### src/hw/rtl/dlc_pkg.sv
// Shared constants and types for the direct linear convolution block.
// No dependencies; every other file of the block imports this package.
`timescale 1ns / 1ps
`default_nettype none

package dlc_pkg;

	// kernel depth and sample format
	localparam int MAX_TAPS    = 32;
	localparam int SAMPLE_BITS = 16;
	localparam int PROD_W      = 2 * SAMPLE_BITS;
	localparam int OUT_W       = 37;
	localparam int CNT_W       = $clog2(MAX_TAPS + 1);
	localparam int IDX_W       = (MAX_TAPS > 1) ? $clog2(MAX_TAPS) : 1;

	// item commands
	localparam logic CMD_LOAD = 1'b0;
	localparam logic CMD_PUSH = 1'b1;

	typedef logic signed [SAMPLE_BITS-1:0] sample_t;
	typedef logic signed [OUT_W-1:0]       acc_t;

	// per-cell control from the sequencer
	typedef struct packed {
		logic shift;    // take neighbour sum into the accumulator
		logic clear;    // zero the accumulator
		logic tap_we;   // write the tap register
		logic tap_vld;  // tap lies below the loaded count
	} cell_ctl_t;

endpackage

`default_nettype wire

### src/hw/rtl/dlc_cell.sv
// One transposed-form cell: a tap, its product with the broadcast sample and
// one partial-sum register fed by the next cell up. Depends on dlc_pkg.
`timescale 1ns / 1ps
`default_nettype none

module dlc_cell import dlc_pkg::*; (
	input  wire             clk,
	input  wire             arst_n,
	input  wire cell_ctl_t  ctl,
	input  wire sample_t    tap_in,
	input  wire sample_t    x,
	input  wire acc_t       sum_in,
	output acc_t            sum_out
);

	sample_t                  tap_q;
	acc_t                     acc_q;
	logic signed [PROD_W-1:0] prod;
	acc_t                     term;

	// tap store, no reset: only read once valid
	always_ff @(posedge clk) begin
		if (ctl.tap_we) begin
			tap_q <= tap_in;
		end
	end

	// product, dropped for taps not yet loaded
	always_comb begin
		prod = tap_q * x;
		term = ctl.tap_vld ? acc_t'({{(OUT_W-PROD_W){prod[PROD_W-1]}}, prod}) : '0;
	end

	assign sum_out = acc_q + term;

	// partial sum moves one cell down on every shift
	always_ff @(posedge clk or negedge arst_n) begin
		if (!arst_n) begin
			acc_q <= '0;
		end else if (ctl.clear) begin
			acc_q <= '0;
		end else if (ctl.shift) begin
			acc_q <= sum_in;
		end
	end

endmodule

`default_nettype wire

### config.mk
export PLATFORM = sky130hd
export DESIGN_NAME = dlc_cell
export DESIGN_NICKNAME = d
export VERILOG_FILES = /design/src/hw/rtl/dlc_pkg.sv /design/src/hw/rtl/dlc_cell.sv
export SDC_FILE = /design/constraint.sdc
export NUM_CORES = 1
export LEC_CHECK = 0
export ABC_AREA = 1
export BUFFER_PORTS_ARGS = -buffer_cell sky130_fd_sc_hd__buf_2
export CAP_MARGIN = 15
export CORE_MARGIN = 1
export CORE_UTILIZATION = 55
export CTS_BUF_LIST = sky130_fd_sc_hd__clkbuf_4
export DETAILED_ROUTE_END_ITERATION = 7
export PLACE_DENSITY = 0.84
export SYNTH_ARGS = -nofsm -noshare
export SYNTH_HDL_FRONTEND = slang
export SYNTH_SLANG_ARGS = --single-unit
### constraint.sdc
create_clock -name clk -period 19.69 [get_ports clk]
set_clock_uncertainty 0.1 [all_clocks]
set_input_delay 5.907 -clock clk [delete_from_list [all_inputs] [get_ports clk]]
set_output_delay 5.907 -clock clk [all_outputs]
set_load 0.01 [all_outputs]
# ---- After elaboration in Yosys (flattened, before gate mapping)
# Cells that the tools add are included.
dict set report totals {
  regBits 53
  latchBits 0
  ramBits 0
  romBits 0
  input_bits 75
  output_inout_bits 37
  word_cells 8
  mem_count 0
}
dict set report classes {
  add_sub_neg 1
  n_mul 1
  n_div 0
  magnitude_cmp 0
  eq_ne 0
  shift 0
  muxes 3
  n_bitwise 0
  reduce_logical 1
}
# operator count
set ops {}
lappend ops {{$mux 37} 3}
lappend ops {{$add 37x37->37} 1}
lappend ops {{$mul 16x16->32} 1}
lappend ops {{$reduce_bool 2->1} 1}

# ---- Longest topological paths before layout
dict set report logic_depth {
  word_depth 3
  ltp_mapped 39
  depth_no_buf 37
}

# ---- Worst setup path after synthesis
# Ideal clock, no wire load.
dict set report synth_timing {
  kind {input port to output port}
  startpoint {input x[7]}
  endpoint {output sum_out[28]}
  arrival_time_ns 12.226
  t_required_ns 13.683
  path_slack_ns 1.457
  path_stages 32
  path_buffers 2
  cell_sequence {clkbuf_1 -> clkbuf_1 -> nand2_1 -> fa_1 -> inv_1 -> fa_1 -> inv_1 -> fa_1 -> inv_1 -> fa_1 -> fa_1 -> inv_1 -> fa_1 -> inv_1 -> ha_1 -> nand2_1 -> inv_1 -> a21oi_1 -> nand3_2 -> a21oi_1 -> o21ai_0 -> o21ai_0 -> a21oi_1 -> ha_1 -> nand2_1 -> nor2_2 -> inv_1 -> nor2_1 -> inv_1 -> o211a_1 -> nand2_1 -> xor2_1}
}
dict set report synth_between {
  elab_chain_cells 3
}
# element line_no
set synth_rtl {}
lappend synth_rtl {{from (decl)} dlc_cell.sv:11} ;# input wire sample_t x,
lappend synth_rtl {{$mul 16x16->32} dlc_cell.sv:30} ;# prod = tap_q * x;
lappend synth_rtl {{$mux 37} dlc_cell.sv:31} ;# term = ctl.tap_vld ? acc_t'({{(OUT_W-PROD_W){prod[PROD_W-1]}}, prod}) : '0;
lappend synth_rtl {{$add 37x37->37} dlc_cell.sv:34} ;# assign sum_out = acc_q + term;
lappend synth_rtl {{to (decl)} dlc_cell.sv:13} ;# output acc_t sum_out
# No other way between the ends.

# ---- Worst setup path in the final report
dict set report layout_timing {
  startpoint {input x[1]}
  endpoint {output sum_out[35]}
}
# Same word-level chain as after synthesis.

==> qor.csv <==
metric,value,unit
drive_above_1_share,7.63,%
vias,12900,
rows,60,
grt_first_pass_wirelength,66.1,mm
clk_pin_slew,0.18,ns
viasPerCell,5.31,
hp-start,acc_q[29],
die_area,28000,um2
critPathKind,in -> out,
start_util,56.0,%
track_usage,29.3,%
regToRegEndpoint,acc_q[1],
clk_latency,0.42,ns
ys_warn_count,0,
die_x,167,um
synthCells,2031,
period_minus_slack,19.21,ns
final_nets,2538,
end_kind,primary output,
ant_nets,0,
start_kind,primary input,
r2r_slack,18.85,ns
place_congestion,0.965,
synth_top_cell_area_share,35.0,%
numPortBuffers,111,
holdPathStages,2,
ctsResizeCount,0,
grt-ovfl-total,0,
synth_seq_cells,53,
place_hpwl,33.2,mm
antenna_found_initial,0,
synth_edf_count,16,
root_buffer,clkbuf_4,
fp.coreArea,26900,um2
postCtsHoldBufs,0,
grt_max_degree,39,
die_h,167,um
critPathMaxStageDelay,0.67,ns
worstMarginPinSlew,0.891,ns
worstPathMaxFanout,8,
final_hold_viol_count,0,
synth_ff_type,dfrtp_1,
clk_path_buf_depth,2,
status,completed,
crit_slowest_cell,fa_2,
setup_viol,0,
syn-cell-area,15100,um2
reg2reg_depth,2,
drv_cap,0,
ys_seq_area_share,9.34,%
cts.htree.levels,2,
yosysMostFrequentCell,inv_1,
slew_headroom,40.6,%
syn_nets,2487,
crit_top_cell,nand2_1,
cts_sinks,53,
num_antenna_cells,0,
drc_errors,0,
min_path_type,reg -> reg,
required,13.68,ns
slew_violations,0,
totalWireLength,38.4,mm
r2r-start,acc_q[1],
yosys-top-cells-count,"inv_1 (560), nand2_1 (463), fa_1 (263)",
rsz0062_at_grt,false,
holdPathEnd,acc_q[29],
cts_tree,built,
final.setup.tns,0,ns
synth_area_per_cell,7.42,um2
cp.arrival,13.21,ns
synth_area_leaders,"fa_1 (35%), inv_1 (14%), nand2_1 (12%)",
period_share,97.6,%
synth_top_cell_by_area,fa_1,
firstDrtPassIters,7,
io_pins,112,
synth_cell_types,48,
avgRoutedWirePerCell,15.9,um
async_flop_share,69.8,%
fmax,0.0520,GHz
grt_pass1_vias,13800,
syn2layout_area_growth,5.57,%
cts_setup_buffers,0,
first_iter_violations,759,
cts_buffers,5,
[stage by stage]
stage	setup slack, ns	instances	utilization, %	hold WS (ns)	instance area (um2)
floorplan	1.46	2031	-	0.418	15100
global placement	0.562	2416	58.8	0.429	15800
detailed placement	0.506	2416	58.8	0.438	15800
CTS	0.476	2424	59.1	0.462	15900
global route	0.0442	2424	59.2	0.476	15900
finish	0.475	2424	59.2	0.453	15900
[flip-flops by register name (all words and copies together), names as in the netlist]
name and cells:
acc_q 37, tap_q 16
[cell families after synthesis]
group	synth area share [%]
flops	9.34
compound gates	9.10
buf+inv	15.8
simple gates	18.8
fa+ha+maj	44.8
xor+xnor	2.15
[cells in the final DEF (no fill, tap or decap), types with 3 or more instances in the layout]
| master | instances |
|---|---|
| a31oi_1 | 11 |
| or2_2 | 6 |
| xor2_1 | 26 |
| fa_1 | 262 |
| nand2_1 | 463 |
| o21ai_0 | 77 |
| buf_4 | 4 |
| clkbuf_4 | 5 |
| inv_2 | 3 |
| nor3_2 | 4 |
| inv_1 | 559 |
| a21o_1 | 20 |
| nor3_1 | 7 |
| o21ai_1 | 5 |
| a21oi_1 | 78 |
| nor2_1 | 121 |
| nand3_1 | 74 |
| dfrtp_1 | 37 |
| a21oi_2 | 4 |
| nand4_1 | 10 |
| xnor2_1 | 11 |
| edfxtp_1 | 16 |
| buf_2 | 111 |
| o21ai_2 | 3 |
| o21bai_1 | 10 |
| nand3b_1 | 3 |
| ha_1 | 118 |
[layout make-up]
| cell class | count | area, um2 |
|---|---|---|
| multi-input cells | 1344 | 11300 |
| well taps | 341 | 427 |
| inverters | 563 | 2120 |
| clock buffers | 5 | 37.5 |
| clock inverters | 3 | 45.0 |
| flip-flops and latches | 53 | 1410 |
| fillers | 2431 | 11000 |
| repair buffers | 115 | 586 |
[worst max path at each step]
stage               start          end
global route         x[1]  sum_out[36]
detailed placement   x[1]  sum_out[36]
floorplan            x[7]  sum_out[28]
CTS                  x[1]  sum_out[36]
finish               x[1]  sum_out[35]
global placement     x[1]  sum_out[36]
[routing by layer]
metal  GRT usage, %  part of all wire (%)  vias to the layer above
met4           7.34                   2.3                        0
met5              0                     0                        -
li1               -                     -                     6099
met3           2.69                   5.9                       58
met2           52.6                    50                      475
met1           38.1                    42                     6244
[worst max-delay path, delay by kind of cell]
family	cells	cell delay [ns]
AND/OR/NAND/NOR	13	1.62
adder cells (fa/ha/maj)	8	4.06
AO/OA/AOI/OAI	3	0.69
buffers and inverters	8	0.93
Power is not shown: default switching activity piles up to over one toggle a cycle in this logic, so the estimate is an artifact.
